[src/mtm_pkg.sv]
package mtm_pkg;

    // Angle accumulator: pi = 2^31, carried in 34 bits.
    localparam int ZW = 34;
    // Datapath for rotation: pt*INV_GAIN>>16 fits 31 bits, grows by CORDIC gain.
    localparam int RW = 34;
    // Datapath for vectoring: 32-bit sums with 14 guard bits, plus growth.
    localparam int VW = 50;
    localparam int GUARD = 14;
    localparam int MAX_STEPS = 24;
    localparam logic [29:0] INV_GAIN = 30'd652032874;
    localparam logic signed [ZW-1:0] HALF_PI_Z = 34'sd1073741824;
    localparam logic signed [ZW-1:0] PI_Z = 34'sd2147483648;

    typedef struct packed {
        logic signed [31:0] x;
        logic signed [31:0] y;
    } mtm_vec_t;

    typedef enum logic [1:0] {
        ST_IDLE,
        ST_ITER,
        ST_SCALE,
        ST_DONE
    } mtm_state_t;

    // States of the vectoring back end.
    typedef enum logic [2:0] {
        B_IDLE, B_ITER, B_MULHI, B_MULLO, B_SUM, B_OUT
    } back_state_t;

    // Arctangent of 2^-i, pi = 2^31.
    function automatic logic signed [ZW-1:0] atan_z(input logic [4:0] i);
        logic [31:0] v;
        begin
            case (i)
                5'd0: v = 32'h20000000;
                5'd1: v = 32'h12E4051D;
                5'd2: v = 32'h09FB385B;
                5'd3: v = 32'h051111D4;
                5'd4: v = 32'h028B0D43;
                5'd5: v = 32'h0145D7E1;
                5'd6: v = 32'h00A2F61E;
                5'd7: v = 32'h00517C55;
                5'd8: v = 32'h0028BE53;
                5'd9: v = 32'h00145F2E;
                5'd10: v = 32'h000A2F98;
                5'd11: v = 32'h000517CC;
                5'd12: v = 32'h00028BE6;
                5'd13: v = 32'h000145F3;
                5'd14: v = 32'h0000A2F9;
                5'd15: v = 32'h0000517C;
                5'd16: v = 32'h000028BE;
                5'd17: v = 32'h0000145F;
                5'd18: v = 32'h00000A2F;
                5'd19: v = 32'h00000517;
                5'd20: v = 32'h0000028B;
                5'd21: v = 32'h00000145;
                5'd22: v = 32'h000000A2;
                5'd23: v = 32'h00000051;
                default: v = 32'h0;
            endcase
            atan_z = {2'b00, v};
        end
    endfunction

endpackage

[src/mtm_back.sv]
// Back end: vectoring CORDIC gives length and angle of the event sums,
// then the length is scaled by the inverse gain over two multiply steps.
module mtm_back import mtm_pkg::*; #(
    parameter int CORDIC_STEPS = 16
) (
    input  logic               aclk,
    input  logic               aresetn,
    input  logic               q_nonempty,
    output logic               q_pop,
    input  mtm_vec_t           q_data,
    output logic               m_valid,
    input  logic               m_ready,
    output logic signed [31:0] m_missing_x,
    output logic signed [31:0] m_missing_y,
    output logic [31:0]        m_missing_magnitude,
    output logic signed [15:0] m_missing_angle
);

    back_state_t state_reg, state_next;
    logic [4:0] step_reg, step_next;
    logic signed [VW-1:0] x_reg, x_next, y_reg, y_next;
    logic signed [ZW-1:0] z_reg, z_next;
    logic zero_reg, zero_next;
    mtm_vec_t v_reg, v_next;
    logic [55:0] hi_reg, hi_next;
    logic [53:0] lo_reg, lo_next;
    logic [31:0] mag_reg, mag_next;
    logic [15:0] ang_reg, ang_next;

    logic signed [VW-1:0] dx, dy, vx, vy;
    logic [VW-1:0] ux;
    logic [56:0] m, mr;
    logic signed [ZW-1:0] zr;

    assign dx = y_reg >>> step_reg;
    assign dy = x_reg >>> step_reg;
    assign vx = VW'(q_data.x) <<< GUARD;
    assign vy = VW'(q_data.y) <<< GUARD;
    assign ux = x_reg[VW-1] ? '0 : x_reg;
    assign m = 57'(hi_reg) + 57'(lo_reg >> 24);
    assign mr = (m + 57'(1 << (GUARD + 5))) >> (GUARD + 6);
    assign zr = (z_reg + ZW'(32768)) >>> 16;

    assign m_valid = state_reg == B_OUT;
    assign m_missing_x = v_reg.x;
    assign m_missing_y = v_reg.y;
    assign m_missing_magnitude = mag_reg;
    assign m_missing_angle = ang_reg;

    always_comb begin
        state_next = state_reg;
        step_next = step_reg;
        x_next = x_reg;
        y_next = y_reg;
        z_next = z_reg;
        zero_next = zero_reg;
        v_next = v_reg;
        hi_next = hi_reg;
        lo_next = lo_reg;
        mag_next = mag_reg;
        ang_next = ang_reg;
        q_pop = 1'b0;
        case (state_reg)
            B_IDLE: begin
                if (q_nonempty) begin
                    q_pop = 1'b1;
                    v_next = q_data;
                    zero_next = (q_data.x == 0) && (q_data.y == 0);
                    step_next = '0;
                    if (q_data.x < 0) begin
                        x_next = -vx;
                        y_next = -vy;
                        z_next = PI_Z;
                    end else begin
                        x_next = vx;
                        y_next = vy;
                        z_next = '0;
                    end
                    state_next = B_ITER;
                end
            end
            B_ITER: begin
                if (!y_reg[VW-1]) begin
                    x_next = x_reg + dx;
                    y_next = y_reg - dy;
                    z_next = z_reg + atan_z(step_reg);
                end else begin
                    x_next = x_reg - dx;
                    y_next = y_reg + dy;
                    z_next = z_reg - atan_z(step_reg);
                end
                step_next = step_reg + 5'd1;
                if (step_reg == 5'(CORDIC_STEPS - 1)) state_next = B_MULHI;
            end
            B_MULHI: begin
                hi_next = ux[VW-1:24] * INV_GAIN;
                state_next = B_MULLO;
            end
            B_MULLO: begin
                lo_next = ux[23:0] * INV_GAIN;
                state_next = B_SUM;
            end
            B_SUM: begin
                if (zero_reg) begin
                    mag_next = '0;
                    ang_next = '0;
                end else begin
                    mag_next = (mr > 57'hFFFFFFFF) ? 32'hFFFFFFFF : mr[31:0];
                    ang_next = zr[15:0];
                end
                state_next = B_OUT;
            end
            B_OUT: begin
                if (m_ready) state_next = B_IDLE;
            end
            default: state_next = B_IDLE;
        endcase
    end

    always_ff @(posedge aclk) begin
        if (!aresetn) begin
            state_reg <= B_IDLE;
        end else begin
            state_reg <= state_next;
        end
        step_reg <= step_next;
        x_reg <= x_next;
        y_reg <= y_next;
        z_reg <= z_next;
        zero_reg <= zero_next;
        v_reg <= v_next;
        hi_reg <= hi_next;
        lo_reg <= lo_next;
        mag_reg <= mag_next;
        ang_reg <= ang_next;
    end

endmodule

[config.mk]
export PLATFORM = sky130hd
export DESIGN_NAME = mtm_back
export DESIGN_NICKNAME = d
export VERILOG_FILES = /design/src/mtm_pkg.sv /design/src/mtm_back.sv
export SDC_FILE = /design/constraint.sdc
export NUM_CORES = 2
export LEC_CHECK = 0
export ABC_AREA = 1
export CAP_MARGIN = 0
export CORE_UTILIZATION = 55
export CTS_CLUSTER_SIZE = 12
export DETAILED_ROUTE_END_ITERATION = 8
export DONT_BUFFER_PORTS = 1
export PLACE_DENSITY = 0.73
export SLEW_MARGIN = 30
export SYNTH_ARGS = -nofsm -noshare
export SYNTH_HDL_FRONTEND = slang
export SYNTH_SLANG_ARGS = --single-unit
[constraint.sdc]
create_clock -name aclk -period 8.7 [get_ports aclk]
set_clock_uncertainty 0.15 [all_clocks]
set_input_delay 0.87 -clock aclk [delete_from_list [all_inputs] [get_ports aclk]]
set_output_delay 0.87 -clock aclk [all_outputs]
set_load 0.005 [all_outputs]
After elaboration in Yosys (flattened, before gate mapping). Memory sizes are Yosys's and may differ from the RTL's. A register that Yosys moved wholly into a read port is not among the register bits. Index checks and enable logic that the tools add are counted.

Multiplexer cells: 28. Eq/ne operators: 9. Reduce and logical (&&, ||, !) cells: 8. Shift operators: 2. Add/sub/neg operators: 12. Magnitude comparators: 2. Multipliers: 2.

Operator list (count): 2-to-1 mux 50 bit (6); one-hot mux 50 bit (2 select lines) (2); 2-to-1 mux 32 bit (6); adder 50 bit (2); negation 46 -> 50 bit (2); >>> shifter 50 x 5 -> 50 bit (2); subtractor 50 bit (2); 2-to-1 mux 34 bit (2); one-hot mux 34 bit (2 select lines) (1); logical NOT 32 bit (2); adder 56 x 30 -> 57 bit (1); adder 57 x 20 -> 57 bit (second input constant) (1); multiplier 25 x 29 -> 54 bit (second input constant) (1); multiplier 24 x 29 -> 53 bit (second input constant) (1); 2-to-1 mux 49 bit (1); > comparator 37 x 32 -> 1 bit (second input constant) (1); adder 34 x 33 -> 34 bit (1); subtractor 34 x 33 -> 34 bit (1); adder 32 x 17 -> 32 bit (second input constant) (1); < comparator 32 x 1 -> 1 bit (second input constant) (1); one-hot mux 3 bit (6 select lines) (1); 2-to-1 mux 5 bit (3); one-hot mux 5 bit (2 select lines) (1); 2-to-1 mux 3 bit (3); other kinds (13) (18).

Register bits: 363. Memories: 2. Memory bits (read-only): 1920. Bits of input ports: 68. Output and inout bits: 114. Word-level logic and storage cells: 77.

Memory list: (name not given) (words 32, width 30, rd ports 1, clocked after memory_dff 1, write ports 0, line mtm_pkg.sv:36) `case (i)`; (name not given) (words 32, width 30, rd ports 1, clocked after memory_dff 1, write ports 0, line mtm_pkg.sv:36).

Logic depth before layout (Yosys ltp).
Depth after elaboration: 5. Mapped depth: 38. Mapped depth without buffers: 36.

Worst setup path after synthesis. OpenSTA, ideal clock, no wires.

Kind: input to register. Start: input q_nonempty. End: register with a tool-made name. Path slack: -199 ps. Setup time: 133 ps. Required time: 8417 ps. Arrival time: 8617 ps. Buffers on the path: 0. Stages on the path: 10. Cell sequence: inv_1 -> nor2_1 -> nor2_1 -> inv_1 -> o22ai_1 -> inv_1 -> ha_1 -> o21ai_0 -> o21bai_1 -> o211ai_1.

RTL lines: from (decl) (line mtm_back.sv:8) `input logic q_nonempty,`.

Final worst setup path.
Start: register x_reg[49]. End: register hi_reg[53], data pin.

Word-level cells in the longest chain between the ends: 2.

RTL lines: from (decl) (line mtm_back.sv:21) `logic signed [VW-1:0] x_reg, x_next, y_reg, y_next;`; from (signal assigned) (line mtm_back.sv:127) `x_reg <= x_next;`; 2-to-1 mux 49 bit (line mtm_back.sv:39) `assign ux = x_reg[VW-1] ? '0 : x_reg;`; multiplier 25 x 29 -> 54 bit (line mtm_back.sv:96) `hi_next = ux[VW-1:24] * INV_GAIN;`; to (signal assigned) (line mtm_back.sv:132) `hi_reg <= hi_next;`; to (decl) (line mtm_back.sv:25) `logic [55:0] hi_reg, hi_next;`.

Every way passes these cells. A chain may end at the register's enable or synchronous reset.

==> metrics.cfg <==
[place]
place.gp.congestion = 1.099
dp_hpwl_um = 181900
portBuffers = 0

[finish]
area_delta_synth_final_pct = 4.717
n_fill_cell = 10441
largest_register_ffs = 54
most-common-layout-cells = inv_1, nand2_1, nor2_1, nand3_1, ha_1
drive_above_1_share = 0.03240
diodes = 0
final_nets = 9295
layout_commonest_cell = inv_1

[critical_path]
critPathMaxFanout = 33
arrival_ns = 8.11
timing.rr.end = hi_reg[53]$_DFFE_PP_
critPathSlowestCell = nor2_1
crit_type = reg -> reg
r2r_setup_slack_ns = 0.84
slowest_delay_ns = 0.67
crit_path_end_kind = flip-flop
startpoint = x_reg[49]$_DFFE_PP_
crit_path_end = hi_reg[53]$_DFFE_PP_
cp-start-kind = flip-flop
critPathRequiredTime_ns = 8.95
critPathMostFrequentCell = inv_1
r2r_start = x_reg[49]$_DFFE_PP_
reg2regPathDepth = 28

[yosys]
syn_inst = 8034
synth_edf_count = 333
syn_area_um2 = 60500
postSynthAreaPerCell_um2 = 7.531
ys_seq_area_frac = 0.1762
syn-num-nets = 9370
ys_ff_latch = 366
ys_types = 67
yosysWarnings = 0
synth_ff_type = edfxtp_1
synthArstFlopShare = 0

[clocking]
cts_hold_buf = 0
h-tree-depth = 2
ctsResizeCount = 0
cts.path.max_buffers = 3
cts.clk_slew.worst_paths_ns = 0.07
cts_tree = done
cts_buffers = 46
clkSinkCount = 366
cts_setup_buffers = 0
clk_latency_ns = 0.69
clock-root-buffer = clkbuf_16

[timing]
slew_headroom = 0.2473
layout_worst_path_cycle_share = 0.9029
maxSlewViolCount = 0
rsz0062_at_grt = no
period_needed_ns = 7.856
max_freq_ghz = 0.1273
worstMarginPinSlew_ns = 1.117
hold_violations = 0
setup_viol = 0
setup_tns_ns = 0

[detailed_routing]
ant_nets = 0
routed_via_density = 5.838
dr.first_iter.drc_count = 4968
wl_per_cell_um = 22.84
drtPass1Iterations = 6
vias = 54918
drcViolationCount = 0
drt-total-wl_um = 214900

[global_route]
grt_pass1_vias = 54921
antenna_found_initial = 3
grt_pass1_wl_um = 323100
grt_usage = 0.3840
grt_use_met1 = 0.4492
grt_max_degree = 99
use_met3 = 0.07070
overflow = 0
grt-busiest-layer = met2
grtUsageMet2 = 0.6543

[die]
die_y_um = 333.7
coreArea_um2 = 109000
die_x_um = 333.7
initial_core_util = 0.5550
die_area_um2 = 111300
rows = 121
io_pins = 182

[min_path]
hp-class = in -> reg

[run_status]
outcome = completed

[flow_run]
drv_cap = 0

## per-stage QoR
| step | hold WS (ns) | setup slack [ns] | std cells | instance area [µm²] | utilization |
|---|---|---|---|---|---|
| after global placement | 0.4924 | 1.004 | 9325 | 61810 | 0.5670 |
| final | 0.1317 | 0.8444 | 9407 | 63350 | 0.5812 |
| after CTS | 0.1190 | 0.9040 | 9407 | 63340 | 0.5811 |
| after floorplan | 0.4389 | 1.208 | 8034 | 60500 | - |
| after global routing | 0.1140 | 0.4438 | 9407 | 63350 | 0.5812 |
| after detailed placement | 0.5030 | 0.9285 | 9325 | 61810 | 0.5670 |
## Yosys cell counts (7+ instances only)
library cell,n,area [µm²]
a31oi_1,97,606.8
buf_6,15,168.9
nand3b_1,8,60.06
a21boi_0,17,127.6
xnor2_1,82,718.2
ha_1,685,8571
nand2_2,34,212.7
nand3_2,13,130.1
o21ai_0,406,2032
buf_2,55,275.3
nor2_1,694,2605
nand3_1,689,3448
o21ai_1,34,170.2
o21ai_2,8,70.07
dfxtp_1,33,660.6
o21bai_1,21,157.7
nand4_1,48,300.3
buf_1,28,105.1
clkbuf_1,63,236.5
nor2_4,7,78.83
buf_4,11,82.58
fa_1,583,11670
o22ai_1,10,62.56
o211ai_1,49,367.9
edfxtp_1,333,10000
and3_1,13,81.33
a21o_1,31,232.7
xor2_1,182,1594
nor2_2,13,81.33
nor4_1,33,206.5
o221ai_1,13,113.9
or2_2,18,112.6
o31ai_1,14,105.1
inv_2,12,45.04
nor3_1,94,470.5
o21a_1,38,285.3
a21oi_1,499,2497
nand2_1,1421,5334
inv_1,1568,5886
## worst max-delay path: cells and delay by family, from the launching register on
family | cells | cell delay [ns]
adder cells (fa/ha/maj) | 8 | 3.63
AND/OR/NAND/NOR | 9 | 1.77
buffers and inverters | 7 | 0.79
XOR/XNOR | 2 | 0.53
flip-flops | 1 | 0.38
AO/OA/AOI/OAI | 2 | 0.30
## worst min-delay path by stage
stage | depth (start not counted) | to | startpoint | slack (ns)
after floorplan | 1 | m_missing_angle[10]$_SDFFCE_PP0N_ | z_reg[26]$_SDFFCE_PN0P_ | 0.44
after global placement | 2 | z_reg[0]$_SDFFCE_PN0P_ | flip-flop | 0.49
after detailed placement | 2 | z_reg[0]$_SDFFCE_PN0P_ | flip-flop | 0.50
after CTS | 0 | m_missing_y[25]$_DFFE_PP_ | q_data[25] | 0.12
after global routing | 0 | m_missing_y[27]$_DFFE_PP_ | q_data[27] | 0.11
final | 0 | m_missing_y[25]$_DFFE_PP_ | q_data[25] | 0.13
## area by class of cell
class	count	area, µm²	share of cell area
Multi-Input combinational cell	5909	43040	0.6793
Sequential cell	366	10660	0.1683
Inverter	1586	5964	0.09414
Tap cell	1414	1769	0.02793
Clock buffer	53	1187	0.01874
Timing Repair Buffer	50	387.9	0.006122
Clock inverter	29	347.8	0.005490
## metal layers
metal	part of all wire	vias to the layer above	wire (µm)
met4	0.071	2	15280
met1	0.38	25990	81870
li1	-	25971	-
met5	0.000060	-	13
met2	0.47	2369	101900
met3	0.074	586	15820
## cell families after synthesis
group / after synthesis / synth area share
flip-flops: 366 / 0.1762
AND/OR/NAND/NOR: 3105 / 0.2198
AO/OA/AOI/OAI: 1272 / 0.1181
buffers and inverters: 1759 / 0.1131
XOR/XNOR: 264 / 0.03822
adder cells (fa/ha/maj): 1268 / 0.3346
Power is not shown: default switching activity piles up to over one toggle a cycle in this logic, so the estimate is an artifact.
