**config.mk**
```make
export PLATFORM = sky130hd
export DESIGN_NAME = mtm_front
export DESIGN_NICKNAME = d
export VERILOG_FILES = /design/src/mtm_pkg.sv /design/src/mtm_front.sv
export SDC_FILE = /design/constraint.sdc
export NUM_CORES = 2
export LEC_CHECK = 0
export ABC_AREA = 1
export BUFFER_PORTS_ARGS = -buffer_cell sky130_fd_sc_hd__buf_2
export CORE_ASPECT_RATIO = 0.75
export CORE_MARGIN = 3
export CORE_UTILIZATION = 45
export DETAILED_ROUTE_END_ITERATION = 16
export SETUP_SLACK_MARGIN = 0.2
export SLEW_MARGIN = 0
export SYNTH_ARGS = -nofsm -noshare
export SYNTH_HDL_FRONTEND = slang
export SYNTH_SLANG_ARGS = --single-unit
```
**constraint.sdc**
```tcl
create_clock -name aclk -period 8.2 [get_ports aclk]
set_clock_uncertainty 0.15 [all_clocks]
set_input_delay 0.82 -clock aclk [delete_from_list [all_inputs] [get_ports aclk]]
set_output_delay 0.82 -clock aclk [all_outputs]
set_load 0.01 [all_outputs]
```
**src/mtm_pkg.sv**
```systemverilog
package mtm_pkg;

    // Angle accumulator: pi = 2^31, carried in 34 bits.
    localparam int ZW = 34;
    // Datapath for rotation: pt*INV_GAIN>>16 fits 31 bits, grows by CORDIC gain.
    localparam int RW = 34;
    // Datapath for vectoring: 32-bit sums with 14 guard bits, plus growth.
    localparam int VW = 50;
    localparam int GUARD = 14;
    localparam int MAX_STEPS = 24;
    localparam logic [29:0] INV_GAIN = 30'd652032874;
    localparam logic signed [ZW-1:0] HALF_PI_Z = 34'sd1073741824;
    localparam logic signed [ZW-1:0] PI_Z = 34'sd2147483648;

    typedef struct packed {
        logic signed [31:0] x;
        logic signed [31:0] y;
    } mtm_vec_t;

    typedef enum logic [1:0] {
        ST_IDLE,
        ST_ITER,
        ST_SCALE,
        ST_DONE
    } mtm_state_t;

    // States of the vectoring back end.
    typedef enum logic [2:0] {
        B_IDLE, B_ITER, B_MULHI, B_MULLO, B_SUM, B_OUT
    } back_state_t;

    // Arctangent of 2^-i, pi = 2^31.
    function automatic logic signed [ZW-1:0] atan_z(input logic [4:0] i);
        logic [31:0] v;
        begin
            case (i)
                5'd0: v = 32'h20000000;
                5'd1: v = 32'h12E4051D;
                5'd2: v = 32'h09FB385B;
                5'd3: v = 32'h051111D4;
                5'd4: v = 32'h028B0D43;
                5'd5: v = 32'h0145D7E1;
                5'd6: v = 32'h00A2F61E;
                5'd7: v = 32'h00517C55;
                5'd8: v = 32'h0028BE53;
                5'd9: v = 32'h00145F2E;
                5'd10: v = 32'h000A2F98;
                5'd11: v = 32'h000517CC;
                5'd12: v = 32'h00028BE6;
                5'd13: v = 32'h000145F3;
                5'd14: v = 32'h0000A2F9;
                5'd15: v = 32'h0000517C;
                5'd16: v = 32'h000028BE;
                5'd17: v = 32'h0000145F;
                5'd18: v = 32'h00000A2F;
                5'd19: v = 32'h00000517;
                5'd20: v = 32'h0000028B;
                5'd21: v = 32'h00000145;
                5'd22: v = 32'h000000A2;
                5'd23: v = 32'h00000051;
                default: v = 32'h0;
            endcase
            atan_z = {2'b00, v};
        end
    endfunction

endpackage

```
**src/mtm_front.sv**
```systemverilog
// Front end: resolves each particle into px, py with an iterative rotation
// CORDIC and accumulates the negated components into saturating sums. At
// the end of an event it pushes the finished sums into the queue.
module mtm_front import mtm_pkg::*; #(
    parameter int CORDIC_STEPS = 16
) (
    input  logic               aclk,
    input  logic               aresetn,
    input  logic               s_valid,
    output logic               s_ready,
    input  logic [15:0]        s_transverse_momentum,
    input  logic signed [15:0] s_azimuth,
    input  logic               s_last_of_event,
    output logic               q_push,
    output mtm_vec_t           q_data,
    input  logic               q_full
);

    mtm_state_t state_reg, state_next;
    logic [4:0] step_reg, step_next;
    logic signed [RW-1:0] x_reg, x_next, y_reg, y_next;
    logic signed [ZW-1:0] z_reg, z_next;
    logic last_reg, last_next;
    logic [15:0] pt_reg, pt_next;
    logic signed [ZW-1:0] z_in_reg, z_in_next;
    logic signed [31:0] sx_reg, sx_next, sy_reg, sy_next;

    logic [45:0] prod;
    logic signed [RW-1:0] x0, px, py;
    logic signed [RW-1:0] dx, dy;
    logic signed [33:0] nx, ny;

    // Gain-compensated starting length.
    assign prod = pt_reg * INV_GAIN;
    assign x0 = RW'((prod + 46'd32768) >> 16);
    assign dx = y_reg >>> step_reg;
    assign dy = x_reg >>> step_reg;
    assign px = (x_reg + RW'(1 << (GUARD - 1))) >>> GUARD;
    assign py = (y_reg + RW'(1 << (GUARD - 1))) >>> GUARD;
    assign nx = 34'(sx_reg) - 34'(px);
    assign ny = 34'(sy_reg) - 34'(py);

    function automatic logic signed [31:0] sat(input logic signed [33:0] v);
        if (v > 34'sd2147483647) sat = 32'sh7FFFFFFF;
        else if (v < -34'sd2147483648) sat = 32'sh80000000;
        else sat = v[31:0];
    endfunction

    // Sequencer.
    always_comb begin
        state_next = state_reg;
        step_next = step_reg;
        x_next = x_reg;
        y_next = y_reg;
        z_next = z_reg;
        last_next = last_reg;
        pt_next = pt_reg;
        z_in_next = z_in_reg;
        sx_next = sx_reg;
        sy_next = sy_reg;
        s_ready = 1'b0;
        q_push = 1'b0;
        q_data.x = sx_reg;
        q_data.y = sy_reg;
        case (state_reg)
            ST_IDLE: begin
                s_ready = 1'b1;
                if (s_valid) begin
                    pt_next = s_transverse_momentum;
                    z_in_next = ZW'(s_azimuth) <<< 16;
                    last_next = s_last_of_event;
                    state_next = ST_SCALE;
                end
            end
            ST_SCALE: begin
                y_next = '0;
                step_next = '0;
                if (z_in_reg > HALF_PI_Z) begin
                    x_next = -x0;
                    z_next = z_in_reg - PI_Z;
                end else if (z_in_reg < -HALF_PI_Z) begin
                    x_next = -x0;
                    z_next = z_in_reg + PI_Z;
                end else begin
                    x_next = x0;
                    z_next = z_in_reg;
                end
                state_next = ST_ITER;
            end
            ST_ITER: begin
                if (!z_reg[ZW-1]) begin
                    x_next = x_reg - dx;
                    y_next = y_reg + dy;
                    z_next = z_reg - atan_z(step_reg);
                end else begin
                    x_next = x_reg + dx;
                    y_next = y_reg - dy;
                    z_next = z_reg + atan_z(step_reg);
                end
                step_next = step_reg + 5'd1;
                if (step_reg == 5'(CORDIC_STEPS - 1)) state_next = ST_DONE;
            end
            ST_DONE: begin
                if (!last_reg) begin
                    sx_next = sat(nx);
                    sy_next = sat(ny);
                    state_next = ST_IDLE;
                end else if (!q_full) begin
                    q_push = 1'b1;
                    q_data.x = sat(nx);
                    q_data.y = sat(ny);
                    sx_next = '0;
                    sy_next = '0;
                    state_next = ST_IDLE;
                end
            end
            default: state_next = ST_IDLE;
        endcase
    end

    always_ff @(posedge aclk) begin
        if (!aresetn) begin
            state_reg <= ST_IDLE;
            sx_reg <= '0;
            sy_reg <= '0;
        end else begin
            state_reg <= state_next;
            sx_reg <= sx_next;
            sy_reg <= sy_next;
        end
        step_reg <= step_next;
        x_reg <= x_next;
        y_reg <= y_next;
        z_reg <= z_next;
        last_reg <= last_next;
        pt_reg <= pt_next;
        z_in_reg <= z_in_next;
    end

endmodule

```
**After elaboration in Yosys (flattened, before gate mapping)**

Memory sizes are Yosys's and may differ from the RTL's. A register that Yosys moved wholly into a read port is not among the register bits.
Cells that the tools add are included.

- Logic and storage cells: 85
- Input port bits: 37
- Register bits after elaboration: 206
- Bits in read-only memories: 1920
- Memories: 2

- Multiply operators: 1
- Multiplexer cells: 36
- Eq/ne operators: 8
- Add/subtract/negate cells: 15
- Reduce and logical (&&, ||, !) cells: 5
- Order comparisons: 6
- Shift operators: 2

Memories:

| name | depth | bits a word | rd ports | clocked after memory_dff | wr ports | RTL line | RTL |
|---|---|---|---|---|---|---|---|
| (name not given) | 32 | 30 | 1 | 1 | 0 | mtm_pkg.sv:36 | `case (i)` |
| (name not given) | 32 | 30 | 1 | 1 | 0 | mtm_pkg.sv:36 |  |

Operators with widths:

| kind | number |
|---|---|
| 32-bit two-way mux | 11 |
| 34-bit two-way mux | 7 |
| 34-bit case mux with 2 select lines | 3 |
| 64-bit two-way mux | 3 |
| 34-bit by 15-bit adder with 34-bit output (second input constant) | 2 |
| 34-bit adder | 2 |
| 34-bit by 5-bit >>> shifter with 34-bit output | 2 |
| 34-bit subtractor | 2 |
| 33-bit by 32-bit greater-than comparator with 1-bit output (second input constant) | 2 |
| 33-bit by 32-bit less-than comparator with 1-bit output (second input constant) | 2 |
| 32-bit by 20-bit subtractor with 33-bit output | 2 |
| 46-bit by 16-bit adder with 46-bit output (second input constant) | 1 |
| 16-bit by 29-bit multiplier with 45-bit output (second input constant) | 1 |
| 32-bit by 33-bit adder with 34-bit output (second input constant) | 1 |
| 34-bit by 33-bit adder with 34-bit output | 1 |
| 30-bit negator with 34-bit output | 1 |
| 32-bit by 33-bit subtractor with 34-bit output (second input constant) | 1 |
| 34-bit by 33-bit subtractor with 34-bit output | 1 |
| 32-bit greater-than comparator (second input constant) | 1 |
| 32-bit by 31-bit less-than comparator with 1-bit output (second input constant) | 1 |
| 5-bit two-way mux | 2 |
| 5-bit case mux with 2 select lines | 1 |
| 2-bit two-way mux | 4 |
| 2-bit case mux with 4 select lines | 1 |
| 11 further kinds | 18 |

**Logic depth before layout (Yosys ltp)**

- Depth in word-level cells: 8
- Mapped depth: 44
- Mapped depth without buffers: 44

**Worst setup path after synthesis**

No wires, ideal clock.

- Path type: register -> register
- From: reg pt_reg[5]
- To: reg x_reg[27] (data pin)
- Stages on the path, launching flop included: 37
- Setup slack: 1.414 ns
- Data required time: 7.797 ns
- Arrival: 6.383 ns
- Path buffers: 0
- Path through: edfxtp_1 -> inv_1 -> ha_1 -> inv_1 -> fa_1 -> inv_1 -> fa_1 -> inv_1 -> fa_1 -> inv_1 -> fa_1 -> fa_1 -> inv_1 -> ha_1 -> nand2_2 -> inv_2 -> nand2_1 -> nand2_1 -> inv_1 -> nand4_1 -> nand2_4 -> ha_1 -> nand3_1 -> inv_2 -> nand2_2 -> nand2_1 -> nand2_1 -> a21oi_2 -> nand2_2 -> nor2_4 -> nand3_2 -> nor2_4 -> nand2_4 -> o21ai_2 -> nand3_1 -> nand3_1 -> nand2_1

- Word-level cells in the longest chain between the ends: 6

RTL lines:

| what | RTL line | RTL |
|---|---|---|
| from (decl) | mtm_front.sv:24 | `logic [15:0] pt_reg, pt_next;` |
| from (signal assigned) | mtm_front.sv:136 | `pt_reg <= pt_next;` |
| 16-bit by 29-bit multiplier with 45-bit output (*) | mtm_front.sv:34 | `assign prod = pt_reg * INV_GAIN;` |
| 46-bit by 16-bit adder with 46-bit output (*) | mtm_front.sv:35 | `assign x0 = RW'((prod + 46'd32768) >> 16);` |
| 30-bit negator with 34-bit output | mtm_front.sv:79, mtm_front.sv:82 |  |
| 34-bit two-way mux | mtm_front.sv:81 | `end else if (z_in_reg < -HALF_PI_Z) begin` |
| 34-bit two-way mux (*) | mtm_front.sv:78 | `if (z_in_reg > HALF_PI_Z) begin` |
| 34-bit case mux with 2 select lines (*) | mtm_front.sv:65 | `case (state_reg)` |
| net x_next[27] | mtm_front.sv:21 | `logic signed [RW-1:0] x_reg, x_next, y_reg, y_next;` |
| to (signal assigned) | mtm_front.sv:132 | `x_reg <= x_next;` |
| to (decl) | mtm_front.sv:21 |  |

Mark *: on every way through the listed nets, which the timed path passes. The rest lies on a longest branch.
A chain may end at the register's enable or synchronous reset.

**Worst setup path after layout**

- From: reg pt_reg[3]
- To: reg x_reg[32] (data pin)

- Word-level cells in the longest chain between the ends: 6

RTL lines:

| what | RTL line |
|---|---|
| 16-bit by 29-bit multiplier with 45-bit output (*) | mtm_front.sv:34 |
| 46-bit by 16-bit adder with 46-bit output (*) | mtm_front.sv:35 |
| 30-bit negator with 34-bit output (*) | mtm_front.sv:79, mtm_front.sv:82 |
| 34-bit two-way mux | mtm_front.sv:81 |
| 34-bit two-way mux (*) | mtm_front.sv:78 |
| 34-bit case mux with 2 select lines (*) | mtm_front.sv:65 |
| net x_next[32] | mtm_front.sv:21 |

Marked as above.

==> summary.txt <==
Route
  – Remaining antenna violation count after routing: 0
  – Detailed Route WL: 118 mm
  – DRT Pass-1 Iters: 6
  – DR vias/cell: 5.43
  – DRC viols: 0
  – Wire length per cell: 17.9 um
  – DRT iter0 DRCs: 3,500
  – Vias: 35,800

Outcome
  – Status: finished, final reports clean

Worst setup path
  – Arrival time worst endpoint: 7.92 ns
  – CP required: 8.41 ns
  – Most used cell, CP: fa_1
  – WS Path Type: flop to flop
  – Crit path max-delay family: adder cells
  – Max stage delay on crit path: 0.60 ns
  – Worst path slowest cell: fa_1
  – Startpoint Class: flop
  – Crit path capture type: flop
  – Worst-path fanout max: 7
  – WP buf/inv: 8

Hold path
  – Hold Crit Class: input pin to flop

Clocking
  – CTS tree: built
  – CTS max path bufs: 3
  – Reg clk slew, reported paths: about 0.07 ns
  – Clock latency on the worst-skew pair: slightly above 0.6 ns
  – Hold buffers post-CTS: 0
  – Clock Sinks: 236
  – Cts bufs inserted: 31
  – CTS root buf: clkbuf_16
  – CTS H-tree depth: 1

Logic synthesis
  – Synth Net Count: 6,028
  – Seq/Total Area, Yosys: 0.167
  – Syn. warnings: 0
  – Yosys cell types: 67
  – Mean Syn Cell Area: 6.70 um^2
  – EDFF count, synth: 140
  – Top_reg_cell synth: edfxtp_1
  – Asr flop ratio synth: 0
  – Mapped cell area: 0.0367 mm^2
  – #FFs+latches synth: between 200 and 250
  – Synth Instances: around 5,500

STA
  – Slew @ Worst Pin: 1.16 ns
  – Relative slew slack: 0.230
  – F_max: 0.130 GHz
  – RSZ-0062 raised after global routing: true
  – Period utilization: 0.940
  – Hold Vio Cnt, Final: 0
  – Min Tclk post-route: 7.71 ns
  – Finish-stage setup viols: 0
  – Slew Limit Fails: 0
  – Setup_tns: 0 ns

GRT
  – GRT Util Overall: 0.273
  – Overflow left after global routing: 0
  – Largest net degree at the start of global routing: 88
  – First-pass GRT wire length: 185 mm
  – Vias in the first global route: 32,300
  – Initial antenna violation count: 0

Floorplan
  – Placeable core area: 0.0797 mm^2
  – Top Ports: 103
  – Die Span X: around 340 um
  – Die ar.: 0.0850 mm^2
  – Row cnt: 89
  – Initial core utilization: 0.460
  – Chip Height: ~250 um

Job
  – Max-cap violations: 0

Finish
  – # nets final: 6,083
  – Filler instances: 8,221
  – Storage cell area: ~0.006 mm^2
  – Fraction of layout instances using a drive strength above 1: 0.0918
  – Area of the multi-input gates: 0.0268 mm^2
  – P&R area growth vs syn: 8.17%
  – N_diodes: 0
  – Commonest cells after routing, fill and taps aside: nand2_1, inv_1, a21oi_1, o21ai_0, nor2_1
  – Most common cell after layout, fill and taps aside: nand2_1

Place
  – # port buffers: slightly above 100
  – Placer congestion estimate: around 1
  – Hpwl dp: 96.6 mm
-- stage by stage --
step / setup WS [ns] / std cells / hold WS (ns) / util / cell area, um^2
after global routing: 0.131 / 6599 / 0.198 / 0.497 / 39700
after detailed placement: 0.0904 / 6520 / 0.311 / 0.479 / 38200
after CTS: 0.229 / 6582 / 0.181 / 0.493 / 39300
after floorplan: 1.41 / 5474 / 0.295 / - / 36700
after global placement: 0.0343 / 6520 / 0.305 / 0.479 / 38200
final: 0.490 / 6599 / 0.230 / 0.497 / 39700
-- cell families (layout without fill, tap and decap cells) --
logic type,count (synthesis),in the layout,synth area share
AO/OA/AOI/OAI,1055,1055,0.159
XOR/XNOR,224,224,0.0540
adder cells (fa/ha/maj),517,517,0.212
buffers and inverters,1027,1106,0.108
flip-flops,236,236,0.167
multiplexers,89,89,0.0243
AND/OR/NAND/NOR,2326,2326,0.276
-- metal layers --
| metal | track usage | share of wire | wire length, um |
|---|---|---|---|
| met1 | 0.437 | 0.51 | 60500 |
| met5 | 0 | 0 | 0 |
| met3 | 0.0727 | 0.10 | 12100 |
| met4 | 0.0432 | 0.017 | 1970 |
| met2 | 0.362 | 0.37 | 43600 |
-- cells in the mapped netlist (all sizes together), types with 8 or more instances --
| library cell | number | area share |
|---|---|---|
| a21boi | 13 | 0.0027 |
| a21o | 20 | 0.0041 |
| a21oi | 391 | 0.054 |
| a31oi | 51 | 0.0092 |
| buf | 58 | 0.0090 |
| clkbuf | 92 | 0.0094 |
| clkinv | 8 | 0.00082 |
| dfxtp | 96 | 0.052 |
| edfxtp | 140 | 0.11 |
| fa | 173 | 0.094 |
| ha | 344 | 0.12 |
| inv | 869 | 0.089 |
| mux2i | 89 | 0.024 |
| nand2 | 1500 | 0.16 |
| nand3 | 206 | 0.031 |
| nand3b | 10 | 0.0022 |
| nand4 | 61 | 0.010 |
| nor2 | 428 | 0.053 |
| nor3 | 59 | 0.0082 |
| nor4 | 17 | 0.0029 |
| o211ai | 23 | 0.0047 |
| o21a | 36 | 0.0074 |
| o21ai | 462 | 0.064 |
| o21bai | 13 | 0.0027 |
| o22ai | 8 | 0.0014 |
| o31ai | 9 | 0.0018 |
| or2 | 38 | 0.0065 |
| xnor2 | 76 | 0.018 |
| xor2 | 148 | 0.036 |
-- timing repair --
action / 4_1_cts / 5_1_grt
pin swaps: 0 / 2
buffers inserted: 5 / 17
setup endpoints to repair: 3 / 82
resized for setup: 2 / 48
-- final timing paths --
| kind | start | to | slack, ns | cells past startpoint |
|---|---|---|---|---|
| hold reg to reg | sy_reg[0]$_SDFFE_PN0P_ | sy_reg[0]$_SDFFE_PN0P_ | 0.32 | 2 |
| setup reg to reg | pt_reg[3]$_DFFE_PP_ | x_reg[32]$_DFFE_PN_ | 0.49 | 36 |
| hold / removal | s_azimuth[7] | z_in_reg[23]$_DFFE_PP_ | 0.23 | 1 |
| setup / recovery | pt_reg[3]$_DFFE_PP_ | x_reg[32]$_DFFE_PN_ | 0.49 | 36 |
-- final cells by class --
class	count	area share
Clock buffer	42	0.0224
Clock inverter	15	0.00473
Tap cell	1046	0.0330
Sequential cell	236	0.154
Multi-Input combinational cell	4211	0.676
Timing Repair Buffer	172	0.0264
Inverter	877	0.0831
-- worst register-to-register path, delay by kind of cell (launching register included) --
family	cells	cell delay, ns
flip-flops	1	0.59
adder cells (fa/ha/maj)	8	3.66
AO/OA/AOI/OAI	1	0.19
buffers and inverters	8	0.57
AND/OR/NAND/NOR	19	2.31
Power is not shown: default switching activity piles up to over one toggle a cycle in this logic, so the estimate is an artifact.
