### config.mk
export PLATFORM = sky130hd
export DESIGN_NAME = mtm_queue
export DESIGN_NICKNAME = d
export VERILOG_FILES = /design/src/mtm_pkg.sv /design/src/mtm_queue.sv
export SDC_FILE = /design/constraint.sdc
export NUM_CORES = 1
export LEC_CHECK = 0
export ABC_AREA = 1
export BUFFER_PORTS_ARGS = -buffer_cell sky130_fd_sc_hd__buf_2
export CAP_MARGIN = 20
export CORE_MARGIN = 2
export CORE_UTILIZATION = 50
export DETAILED_ROUTE_END_ITERATION = 7
export PLACE_DENSITY = 0.76
export SLEW_MARGIN = 20
export SYNTH_ARGS = -nofsm -noshare
export SYNTH_HDL_FRONTEND = slang
export SYNTH_SLANG_ARGS = --single-unit
### constraint.sdc
create_clock -name aclk -period 4.6 [get_ports aclk]
set_input_delay 0.46 -clock aclk [delete_from_list [all_inputs] [get_ports aclk]]
set_output_delay 0.46 -clock aclk [all_outputs]
set_load 0.02 [all_outputs]
### src/mtm_pkg.sv
package mtm_pkg;

    // Angle accumulator: pi = 2^31, carried in 34 bits.
    localparam int ZW = 34;
    // Datapath for rotation: pt*INV_GAIN>>16 fits 31 bits, grows by CORDIC gain.
    localparam int RW = 34;
    // Datapath for vectoring: 32-bit sums with 14 guard bits, plus growth.
    localparam int VW = 50;
    localparam int GUARD = 14;
    localparam int MAX_STEPS = 24;
    localparam logic [29:0] INV_GAIN = 30'd652032874;
    localparam logic signed [ZW-1:0] HALF_PI_Z = 34'sd1073741824;
    localparam logic signed [ZW-1:0] PI_Z = 34'sd2147483648;

    typedef struct packed {
        logic signed [31:0] x;
        logic signed [31:0] y;
    } mtm_vec_t;

    typedef enum logic [1:0] {
        ST_IDLE,
        ST_ITER,
        ST_SCALE,
        ST_DONE
    } mtm_state_t;

    // States of the vectoring back end.
    typedef enum logic [2:0] {
        B_IDLE, B_ITER, B_MULHI, B_MULLO, B_SUM, B_OUT
    } back_state_t;

    // Arctangent of 2^-i, pi = 2^31.
    function automatic logic signed [ZW-1:0] atan_z(input logic [4:0] i);
        logic [31:0] v;
        begin
            case (i)
                5'd0: v = 32'h20000000;
                5'd1: v = 32'h12E4051D;
                5'd2: v = 32'h09FB385B;
                5'd3: v = 32'h051111D4;
                5'd4: v = 32'h028B0D43;
                5'd5: v = 32'h0145D7E1;
                5'd6: v = 32'h00A2F61E;
                5'd7: v = 32'h00517C55;
                5'd8: v = 32'h0028BE53;
                5'd9: v = 32'h00145F2E;
                5'd10: v = 32'h000A2F98;
                5'd11: v = 32'h000517CC;
                5'd12: v = 32'h00028BE6;
                5'd13: v = 32'h000145F3;
                5'd14: v = 32'h0000A2F9;
                5'd15: v = 32'h0000517C;
                5'd16: v = 32'h000028BE;
                5'd17: v = 32'h0000145F;
                5'd18: v = 32'h00000A2F;
                5'd19: v = 32'h00000517;
                5'd20: v = 32'h0000028B;
                5'd21: v = 32'h00000145;
                5'd22: v = 32'h000000A2;
                5'd23: v = 32'h00000051;
                default: v = 32'h0;
            endcase
            atan_z = {2'b00, v};
        end
    endfunction

endpackage

### src/mtm_queue.sv
// Two-entry queue of finished event sums between front and back.
module mtm_queue import mtm_pkg::*; (
    input  logic     aclk,
    input  logic     aresetn,
    input  logic     push,
    input  mtm_vec_t push_data,
    output logic     full,
    output logic     nonempty,
    input  logic     pop,
    output mtm_vec_t pop_data
);

    mtm_vec_t mem_reg [2];
    logic wp_reg, rp_reg;
    logic [1:0] cnt_reg;

    assign full = cnt_reg[1];
    assign nonempty = cnt_reg != 2'd0;
    assign pop_data = mem_reg[rp_reg];

    always_ff @(posedge aclk) begin
        if (!aresetn) begin
            wp_reg <= 1'b0;
            rp_reg <= 1'b0;
            cnt_reg <= '0;
        end else begin
            if (push) wp_reg <= ~wp_reg;
            if (pop) rp_reg <= ~rp_reg;
            cnt_reg <= cnt_reg + {1'b0, push} - {1'b0, pop};
        end
        if (push) mem_reg[wp_reg] <= push_data;
    end

endmodule

* Word-level counts from Yosys, hierarchy flattened
Memories as Yosys holds them, arrays and structs flattened. A register that Yosys moved wholly into a read port is not among the register bits. Cells that the tools add are included.
Operators by class: add/subtract/negate cells 2, mux-type cells 4, bitwise gates (word level) 2, reduce and logical (&&, ||, !) cells 1
Operators with widths (number):
- $mux 1 | 4
- $add 2x1->2 | 1
- $not 1->1 | 2
- $reduce_bool 2->1 | 1
- $sub 2x1->2 | 1
Word-level totals: register bits after elaboration 4, bits in writable memories 128, input port bits 68, output and inout port bits 66, logic and storage cells 13, memories 1
Memory list:
- mem_reg | words 2, width 64, rd ports 1, clocked after Yosys merged registers in 1, wr ports 1, RTL line mtm_queue.sv:13 | mtm_vec_t mem_reg [2];

* Longest topological paths before layout
Gate-level depths: netlist of run 1.
depth after elaboration 3, mapped depth 9, mapped depth without buffers 9

* Least setup slack after synthesis of run 1
No wires, ideal clock.
path kind input -> register, start point input push, end point memory mem_reg[0][0] (netlist bit), enable pin, setup time 0.488 ns, arrival time 3.184 ns, data required time 4.112 ns, setup slack 0.928 ns, cell stages on the path 2, buffers on the path 0, path through inv_1 > nor2_1
On the way: word-level cells in the longest chain between the ends 2
Ends and longest elaborated chain:
- start, declared | RTL line mtm_queue.sv:5 | input logic push,
- $mux 1 | RTL line mtm_queue.sv:31 | if (push) mem_reg[wp_reg] <= push_data;
- $mux 1 (implied by the code) | RTL line mtm_queue.sv:31
- end, declared | RTL line mtm_queue.sv:13
Every way passes these cells.

==> results of run 1 <==
-- logic make-up (layout without fill, tap and decap cells) --
group,after synthesis,after routing,share of synthesized area [%]
AO/OA/AOI/OAI,1,1,0.0972
adder cells (fa/ha/maj),2,2,0.487
buffers and inverters,14,176,3.07
flip-flops,133,133,76.7
multiplexers,64,64,18.4
AND/OR/NAND/NOR,17,17,1.27
-- area by class of cell --
type                    instances  area (um^2)
well taps                     136          170
inverters                       7         26.3
fillers                       726         3630
multi-input cells              84         1050
clock inverters                13          181
clock buffers                  19          422
repair buffers                137          708
flip-flops and latches        133         3950
-- cells in the final DEF (no fill, tap or decap) --
cell | synthesis | final
nand2_1 | 9 | 9
nor2_1 | 7 | 6
clkbuf_16 | 0 | 16
a21oi_1 | 1 | 1
mux2_4 | 60 | 60
buf_4 | 0 | 3
inv_1 | 7 | 6
dfxtp_1 | 5 | 4
mux2_2 | 4 | 4
nand3_1 | 1 | 1
clkinv_2 | 0 | 3
inv_6 | 0 | 1
buf_2 | 0 | 133
edfxtp_1 | 128 | 128
nor2_4 | 0 | 1
inv_2 | 0 | 1
dfxtp_4 | 0 | 1
clkinvlp_4 | 0 | 1
clkinv_1 | 0 | 1
clkinv_4 | 0 | 3
buf_12 | 6 | 1
ha_1 | 2 | 2
bufinv_16 | 0 | 4
clkbuf_8 | 0 | 1
clkbuf_1 | 0 | 2
-- metrics by stage --
stage | cells | total power, W
after floorplan | 231 | 0.00168
after global placement | 496 | 0.00176
after detailed placement | 496 | 0.00177
after CTS | 528 | 0.00312
after global routing | 529 | 0.00320
final | 529 | 0.00309
-- worst paths after layout --
path / end / slack (ns) / cells past startpoint
max reg2reg: mem_reg[1][42]$_DFFE_PP_ / 2.73 / 3
min reg2reg: rp_reg$_SDFFE_PN0P_ / 0.51 / 2
max: pop_data[55] / 1.78 / 3
min: mem_reg[1][39]$_DFFE_PP_ / 0.15 / 1
-- power by group through the flow --
stage / Combinational (W) / Sequential, W / Clock (W)
CTS: 0.000310 / 0.00144 / 0.00137
global route: 0.000330 / 0.00144 / 0.00143
floorplan: 0.000231 / 0.00144 / 0
global placement: 0.000302 / 0.00146 / 0
finish: 0.000309 / 0.00144 / 0.00135
detailed placement: 0.000309 / 0.00146 / 0
-- worst max-delay path: stages, from the launching register on --
cell,delay (ns)
dfxtp_4,0.90
buf_4,0.45
mux2_4,0.34
buf_2,0.16
-- synth_stat cells, drive strengths merged --
cell      n
a21oi     1
buf       7
dfxtp     5
edfxtp  128
ha        2
inv       7
mux2     64
nand2     9
nand3     1
nor2      7
-- metal layers --
metal / routed length [um] / vias to the layer above / global-route usage, %
li1: - / 1194 / -
met1: 3420 / 1248 / 18.3
met2: 4110 / 101 / 24.7
met3: 662 / 10 / 6.80
met4: 92 / 0 / 4.76
met5: 0 / - / 0
==> flow_summary.json, run 1 <==
{
  "outcome": "finished, final reports clean",
  "die_x_um": 105,
  "cp_data_arrival_time_ns": 2.36,
  "drive_gt1_share_pct": 59.3,
  "maxSlewHeadroom_pct": 42.2,
  "cts_hold_buf": 0,
  "drt-wirelength-per-cell_um": 15.7,
  "ys_top_cells_by_area": "edfxtp_1 75%, mux2_4 18%, buf_12 2.3%",
  "postLayoutCoreUtil_pct": 64.1,
  "switchingPower_w": 0.000668,
  "antenna_found_initial": 0,
  "synthCells": 231,
  "fin_ws_ns": 1.78,
  "pwr-share-clk_pct": 43.6,
  "fin_skew_ns": 0.00582,
  "yosysTopAreaCell": "edfxtp_1",
  "cts_htree_levels": 4,
  "switching_share_pct": 21.6,
  "fin_crit_ns": 2.82,
  "whs_ns": 0.152,
  "pre_cts_ws_ns": 2.21,
  "combPwrFrac_pct": 10.0,
  "p_int_w": 0.00243,
  "fin_crit_sh_pct": 61.2,
  "clock_sinks": 133,
  "ant_nets": 0,
  "final.setup.tns_ns": 0,
  "synth_top_area_share_pct": 74.7,
  "root_buffer": "clkbuf_8",
  "cts_tree": "done",
  "syn-mean-instance-area_um2": 22.3,
  "grt_max_degree": 48,
  "syn2layout_area_growth_pct": 26.5,
  "finalInstanceArea_um2": 6500,
  "grt_pass1_wl_mm": 12.6,
  "cap_violations": 0,
  "min_from": "push_data[39]",
  "synthesis.area_um2": 5140,
  "netlist-cell-type-count": 12,
  "max_slew.worst_pin.slew_ns": 0.868,
  "criticalPathCategory": "register to output port",
  "clkTransAtPathRegs_ns": 0.06,
  "seq_area_frac_synth_pct": 76.7,
  "setup_viol_count_final": 0,
  "wl_mm": 8.29,
  "start_kind": "register",
  "p_leak_nw": 2.65,
  "row_count": 37,
  "grt_pass1_vias": 2603,
  "die_area_um2": 11100,
  "clkLatencyLatePin_ns": 0.49,
  "die_h_um": 105,
  "via_per_inst": 4.83,
  "firstDrtPassIters": 4,
  "cts_resized": 0,
  "place_congestion": 0.675,
  "postPlaceCellArea_um2": 5880,
  "ys_ff_latch": 133,
  "yosys_warnings": 0,
  "report.final.slew_viol_count": 0,
  "dp_hpwl_mm": 5.51,
  "diodes": 0,
  "initial_core_util_pct": 50.7,
  "fmax_mhz": 355,
  "post_cts_buffers": 0,
  "rsz0062_at_grt": "false",
  "cp_max_fo": 47,
  "ios": 134,
  "required_ns": 4.14,
  "fin_nets": 450,
  "grt.overflow.total": 0,
  "hold_path_class": "input port to register",
  "core-area_um2": 10100,
  "port_buffers": 133,
  "synth_nets": 301,
  "cts_inserted_buffers": 17,
  "vias": 2553,
  "grt_use_total_pct": 15.2,
  "drc_errors": 0,
  "power_frac_seq_pct": 46.4,
  "largest_reg_flops": 128,
  "hold_viol_final": 0,
  "cts_buffer_depth": 2,
  "p_per_area_nw_per_um2": 476,
  "ir_drop_mv": 0.256,
  "endpoint_kind": "output port",
  "worstReg2RegStart": "wp_reg$_SDFFE_PN0P_",
  "first_iter_violations": 85
}
Note: power is estimated with default switching activity, not from simulation.
==> inputs of run 2 (changes only) <==
==> constraint.sdc (replaced) <==
create_clock -name aclk -period 2.9 [get_ports aclk]
set_input_delay 0.29 -clock aclk [delete_from_list [all_inputs] [get_ports aclk]]
set_output_delay 0.29 -clock aclk [all_outputs]
set_load 0.02 [all_outputs]
==> flow_summary.json, run 2 (same netlist as run 1, synthesis figures left out) <==
{
  "drive_gt1_share_pct": 51.5,
  "fin_nets": 518,
  "vias": 2826,
  "outcome": "finished, final reports clean",
  "wl_mm": 8.94,
  "power_frac_seq_pct": 43.3,
  "seq_area_um2": 3950,
  "drt-wirelength-per-cell_um": 15.0,
  "drc_errors": 0,
  "die_h_um": 105,
  "slowest_delay_ns": 0.71,
  "endpoint_kind": "output port",
  "required_ns": 2.61,
  "port_buffers": 133,
  "criticalPathCategory": "register to output port",
  "whs_ns": 0.0345,
  "die_x_um": 105,
  "grt_pass1_vias": 2962,
  "combPwrFrac_pct": 11.0,
  "multi_input_area_um2": 1050,
  "grt.overflow.total": 0,
  "pwr-share-clk_pct": 45.7,
  "p_per_area_nw_per_um2": 721,
  "fin_crit_ns": 2.33,
  "final_cells": 596,
  "cp_max_fo": 30,
  "cts_tree": "done",
  "clkTransAtPathRegs_ns": 0.06,
  "max_slew.worst_pin.slew_ns": 0.635,
  "mostFrequentLayoutCells": "133 x buf_2, 128 x edfxtp_1, 64 x dlygate4sd3_1",
  "cts_hold_buf": 64,
  "crit_chain": "buf_12, mux2_2, buf_2",
  "report.final.slew_viol_count": 0,
  "rsz0062_at_grt": "false",
  "place_congestion": 0.788,
  "clock_sinks": 133,
  "initial_core_util_pct": 50.7,
  "start_kind": "register",
  "ir_drop_mv": 0.503,
  "fmax_mhz": 429,
  "clkLatencyLatePin_ns": 0.49,
  "ant_nets": 0,
  "firstDrtPassIters": 4,
  "switchingPower_w": 0.00106,
  "grt_pass1_wl_mm": 13.8,
  "cts_buffer_depth": 2,
  "root_buffer": "clkbuf_8",
  "grt_max_degree": 35,
  "p_int_w": 0.00417,
  "final_common_cell": "buf_2",
  "fin_crit_sh_pct": 80.3,
  "cts_htree_levels": 4,
  "die_area_um2": 11100,
  "fillers": 622,
  "fin_skew_ns": 0.00565,
  "switching_share_pct": 20.3,
  "p_leak_nw": 2.97,
  "crit_slowest_cell": "dfxtp_4",
  "grt_use_total_pct": 16.6,
  "row_count": 37,
  "hold_viol_final": 0,
  "first_iter_violations": 90,
  "cap_violations": 0,
  "antenna_found_initial": 0,
  "core-area_um2": 10100,
  "post_cts_buffers": 0,
  "cp_data_arrival_time_ns": 2.04,
  "setup_viol_count_final": 0,
  "hold_path_class": "input port to register",
  "post-place-cells": 501,
  "largest_reg_flops": 128,
  "syn2layout_area_growth_pct": 41.1,
  "postLayoutCoreUtil_pct": 71.6,
  "maxSlewHeadroom_pct": 57.6,
  "ios": 134,
  "cts_inserted_buffers": 17,
  "via_per_inst": 4.74,
  "cts_resized": 0,
  "dp_hpwl_mm": 5.58,
  "diodes": 0,
  "final.setup.tns_ns": 0
}
[run 2: cell count changes in the layout (fill, tap and decap cells not counted)]
cell | previous run | this run
buf_4 | 3 | 6
inv_6 | 1 | 0
bufinv_16 | 4 | 7
clkinv_4 | 3 | 4
dlygate4sd3_1 | 0 | 64
clkinv_2 | 3 | 0
clkinv_1 | 1 | 0
buf_12 | 1 | 2
[run 2: critical path: cells and delay by family (launching register included)]
family                 cells  cell delay [ns]
multiplexers               1             0.37
buffers and inverters      2             0.44
flip-flops                 1             0.71
[run 2: power groups by stage]
| stage | clock (W) | combinational [W] | sequential [W] |
|---|---|---|---|
| after detailed placement | 0 | 0.000511 | 0.00231 |
| final | 0.00239 | 0.000575 | 0.00227 |
| after global placement | 0 | 0.000502 | 0.00230 |
| after CTS | 0.00244 | 0.000579 | 0.00227 |
| after floorplan | 0 | 0.000367 | 0.00229 |
| after global routing | 0.00252 | 0.000612 | 0.00228 |
[run 2: path summary, 6_finish.rpt]
kind / from / end / slack [ns] / cells after the start
max: register / pop_data[63] / 0.57 / 3
min: aresetn / cnt_reg[0]$_SDFF_PN0_ / 0.03 / 3
max reg2reg: wp_reg$_SDFFE_PN0P_ / mem_reg[1][18]$_DFFE_PP_ / 1.15 / 3
min reg2reg: rp_reg$_SDFFE_PN0P_ / rp_reg$_SDFFE_PN0P_ / 0.51 / 2
[run 2: layout make-up]
type / instances / share of cell area, %
timing repair buffer: 205 / 19.2
multi-input combinational: 84 / 14.4
inverter: 7 / 0.362
sequential: 133 / 54.4
tap: 136 / 2.34
clock buffer: 19 / 5.81
clock inverter: 12 / 3.48
[run 2: layer usage]
layer  up-vias  share of wire (%)  track usage (%)
met2       108                 52             29.2
li1       1331                  -                -
met4         0                1.4             6.38
met3        13                5.9             5.50
met1      1374                 41             18.7
met5         -                  0                0
[run 2: stage by stage]
stage                     area (um^2)  power (W)  setup slack [ns]
after floorplan                  5140    0.00266             0.477
after global placement           5940    0.00280              1.09
after detailed placement         5940    0.00282              1.06
after CTS                        7260    0.00529             0.516
after global routing             7260    0.00541             0.479
final                            7260    0.00524             0.571
==> inputs of run 3 (changes only) <==
--- a/config.mk
+++ b/config.mk
@@ -5,13 +5,13 @@
 export SDC_FILE = /design/constraint.sdc
 export NUM_CORES = 1
 export LEC_CHECK = 0
-export ABC_AREA = 1
+export ABC_AREA = 0
 export BUFFER_PORTS_ARGS = -buffer_cell sky130_fd_sc_hd__buf_2
 export CAP_MARGIN = 20
 export CORE_MARGIN = 2
-export CORE_UTILIZATION = 50
+export CORE_UTILIZATION = 47
 export DETAILED_ROUTE_END_ITERATION = 7
-export PLACE_DENSITY = 0.76
+export PLACE_DENSITY = 0.75
 export SLEW_MARGIN = 20
 export SYNTH_ARGS = -nofsm -noshare
 export SYNTH_HDL_FRONTEND = slang
==> constraint.sdc (replaced) <==
create_clock -name aclk -period 2 [get_ports aclk]
set_input_delay 0.2 -clock aclk [delete_from_list [all_inputs] [get_ports aclk]]
set_output_delay 0.2 -clock aclk [all_outputs]
set_load 0.02 [all_outputs]
==> flow_summary.json, run 3 <==
{
  "seq_area_frac_synth_pct": 76.7,
  "synthesis.area_um2": 5140,
  "final_common_cell": "buf_2",
  "ir_drop_mv": 0.590,
  "fin_skew_ns": 0.00646,
  "cap_violations": 0,
  "ys_ff_latch": 133,
  "cts_resized": 0,
  "syn-mean-instance-area_um2": 23.5,
  "cp_max_fo": 34,
  "min_from": "pop",
  "fin_crit_ns": 1.89,
  "grt_pass1_wl_mm": 13.9,
  "final.setup.tns_ns": 0,
  "die_x_um": 109,
  "cts_buffer_depth": 2,
  "switching_share_pct": 22.2,
  "vias": 2699,
  "final_cells": 588,
  "core-area_um2": 10700,
  "antenna_found_initial": 0,
  "setup_viol_count_final": 0,
  "root_buffer": "clkbuf_8",
  "first_iter_violations": 111,
  "pre_cts_ws_ns": 0.626,
  "syn2layout_area_growth_pct": 39.3,
  "outcome": "finished, final reports clean",
  "start_kind": "register",
  "maxSlewHeadroom_pct": 73.8,
  "row_count": 38,
  "ant_nets": 0,
  "fmax_mhz": 530,
  "synth_nets": 289,
  "p_int_w": 0.00547,
  "hold_path_class": "input port to register",
  "post_cts_buffers": 0,
  "holdPathStages": 3,
  "required_ns": 1.80,
  "place_congestion": 0.656,
  "yosysMostFrequentCell": "edfxtp_1",
  "grt.overflow.total": 0,
  "mostFrequentLayoutCells": "133 x buf_2, 128 x edfxtp_1, 65 x dlygate4sd3_1",
  "rrSetupSlack_ns": 0.73,
  "switchingPower_w": 0.00156,
  "grt_use_total_pct": 16.3,
  "drc_errors": 0,
  "synth_top_area_share_pct": 74.7,
  "die_h_um": 109,
  "combPwrFrac_pct": 13.9,
  "synth-async-reset-ratio_pct": 0,
  "yosysTopAreaCell": "edfxtp_1",
  "cp_data_arrival_time_ns": 1.69,
  "criticalPathCategory": "register to output port",
  "clkTransAtPathRegs_ns": 0.05,
  "synthCells": 219,
  "largest_reg_flops": 128,
  "synth_edf_count": 128,
  "max_slew.worst_pin.slew_ns": 0.393,
  "clock_sinks": 133,
  "power_frac_seq_pct": 46.5,
  "die_area_um2": 11800,
  "cts_inserted_buffers": 17,
  "ys_top_cells_by_area": "edfxtp_1 75%, mux2_4 18%, buf_12 2.3%",
  "port_buffers": 133,
  "post-place-cells": 491,
  "endpoint_kind": "output port",
  "clkLatencyLatePin_ns": 0.51,
  "diodes": 0,
  "p_leak_nw": 2.89,
  "synth_common_cells": "128 x edfxtp_1, 60 x mux2_4, 6 x buf_12",
  "via_per_inst": 4.59,
  "wl_mm": 9.19,
  "grt_max_degree": 50,
  "fin_crit_sh_pct": 94.3,
  "p_per_area_nw_per_um2": 982,
  "r2r_end": "mem_reg[0][29]$_DFFE_PP_",
  "firstDrtPassIters": 4,
  "dp_hpwl_mm": 5.32,
  "report.final.slew_viol_count": 0,
  "drt-wirelength-per-cell_um": 15.6,
  "cts_htree_levels": 4,
  "grt_pass1_vias": 2877,
  "ios": 134,
  "synth_ff_type": "edfxtp_1",
  "fin_ws_ns": 0.115,
  "hold_viol_final": 0,
  "pwr-share-clk_pct": 39.7,
  "cts_tree": "done",
  "netlist-cell-type-count": 14,
  "yosys_warnings": 0,
  "worstReg2RegStart": "wp_reg$_SDFFE_PN0P_",
  "drive_gt1_share_pct": 52.2,
  "whs_ns": 0.0481,
  "worst-r2r-cell-count": 2,
  "p_total_w": 0.00703,
  "initial_core_util_pct": 47.9,
  "fin_nets": 505,
  "rsz0062_at_grt": "false"
}
## run 3: layout make-up
cell class | instances | area [um^2]
fill | 768 | 3580
inverter | 2 | 7.51
timing repair buffer | 204 | 1420
clock inverter | 11 | 110
sequential | 133 | 3950
clock buffer | 21 | 429
multi-input combinational | 77 | 1070
tap | 140 | 175
## run 3: cell families (layout without fill, tap and decap cells)
kind of cell / after synthesis / count (layout) / synth area share [%]
muxes: 64 / 64 / 18.4
adders and majority gates: 2 / 2 / 0.487
AOI/OAI and AO/OA: 1 / 1 / 0.146
DFF: 133 / 133 / 76.7
xor gates and xnor gates: 2 / 2 / 0.608
buffers and inverters: 9 / 238 / 2.70
and+or+nand+nor: 8 / 8 / 0.973
## run 3: critical path: stages (launching register included)
cell	delay, ns
dfxtp_4	0.37
buf_12	0.27
mux2_2	0.38
buf_2	0.16
## run 3: how the worst max path moves through the flow
stage                                    from                 endpoint  slack (ns)  cells past startpoint
after CTS                            register              pop_data[0]        0.08                      3
after floorplan           wp_reg$_SDFFE_PN0P_  mem_reg[0][0]$_DFFE_PP_        0.29                      1
after detailed placement             register              pop_data[0]        0.63                      3
after global routing                 register              pop_data[0]        0.02                      3
final                                register              pop_data[0]        0.11                      3
after global placement               register             pop_data[63]        0.64                      3
## run 3: power by group through the flow
stage / logic, W / registers (W) / clock network (W)
2_1_floorplan: 0.000629 / 0.00332 / 0
3_3_place_gp: 0.000871 / 0.00331 / 0
3_5_place_dp: 0.000882 / 0.00332 / 0
4_1_cts: 0.000983 / 0.00327 / 0.00285
5_1_grt: 0.00105 / 0.00328 / 0.00298
6_report: 0.000976 / 0.00327 / 0.00279
## run 3: layer usage
metal | wire [um] | global-route usage, % | up-vias
met5 | 0 | 0 | -
met4 | 81 | 5.49 | 0
met1 | 3920 | 19.1 | 1294
met2 | 4660 | 27.2 | 97
li1 | - | - | 1299
met3 | 522 | 6.63 | 9
## run 3: stage by stage
stage               cell area, um^2  util, %
floorplan                      5150        -
global placement               5970     55.6
detailed placement             5970     55.6
CTS                            7160     66.7
global route                   7160     66.7
finish                         7160     66.7
## run 3: repair_timing
item / CTS / global route
setup endpoints to repair: 0 / 0
hold buffers: 65 / 0
hold endpoints to repair: 133 / 0
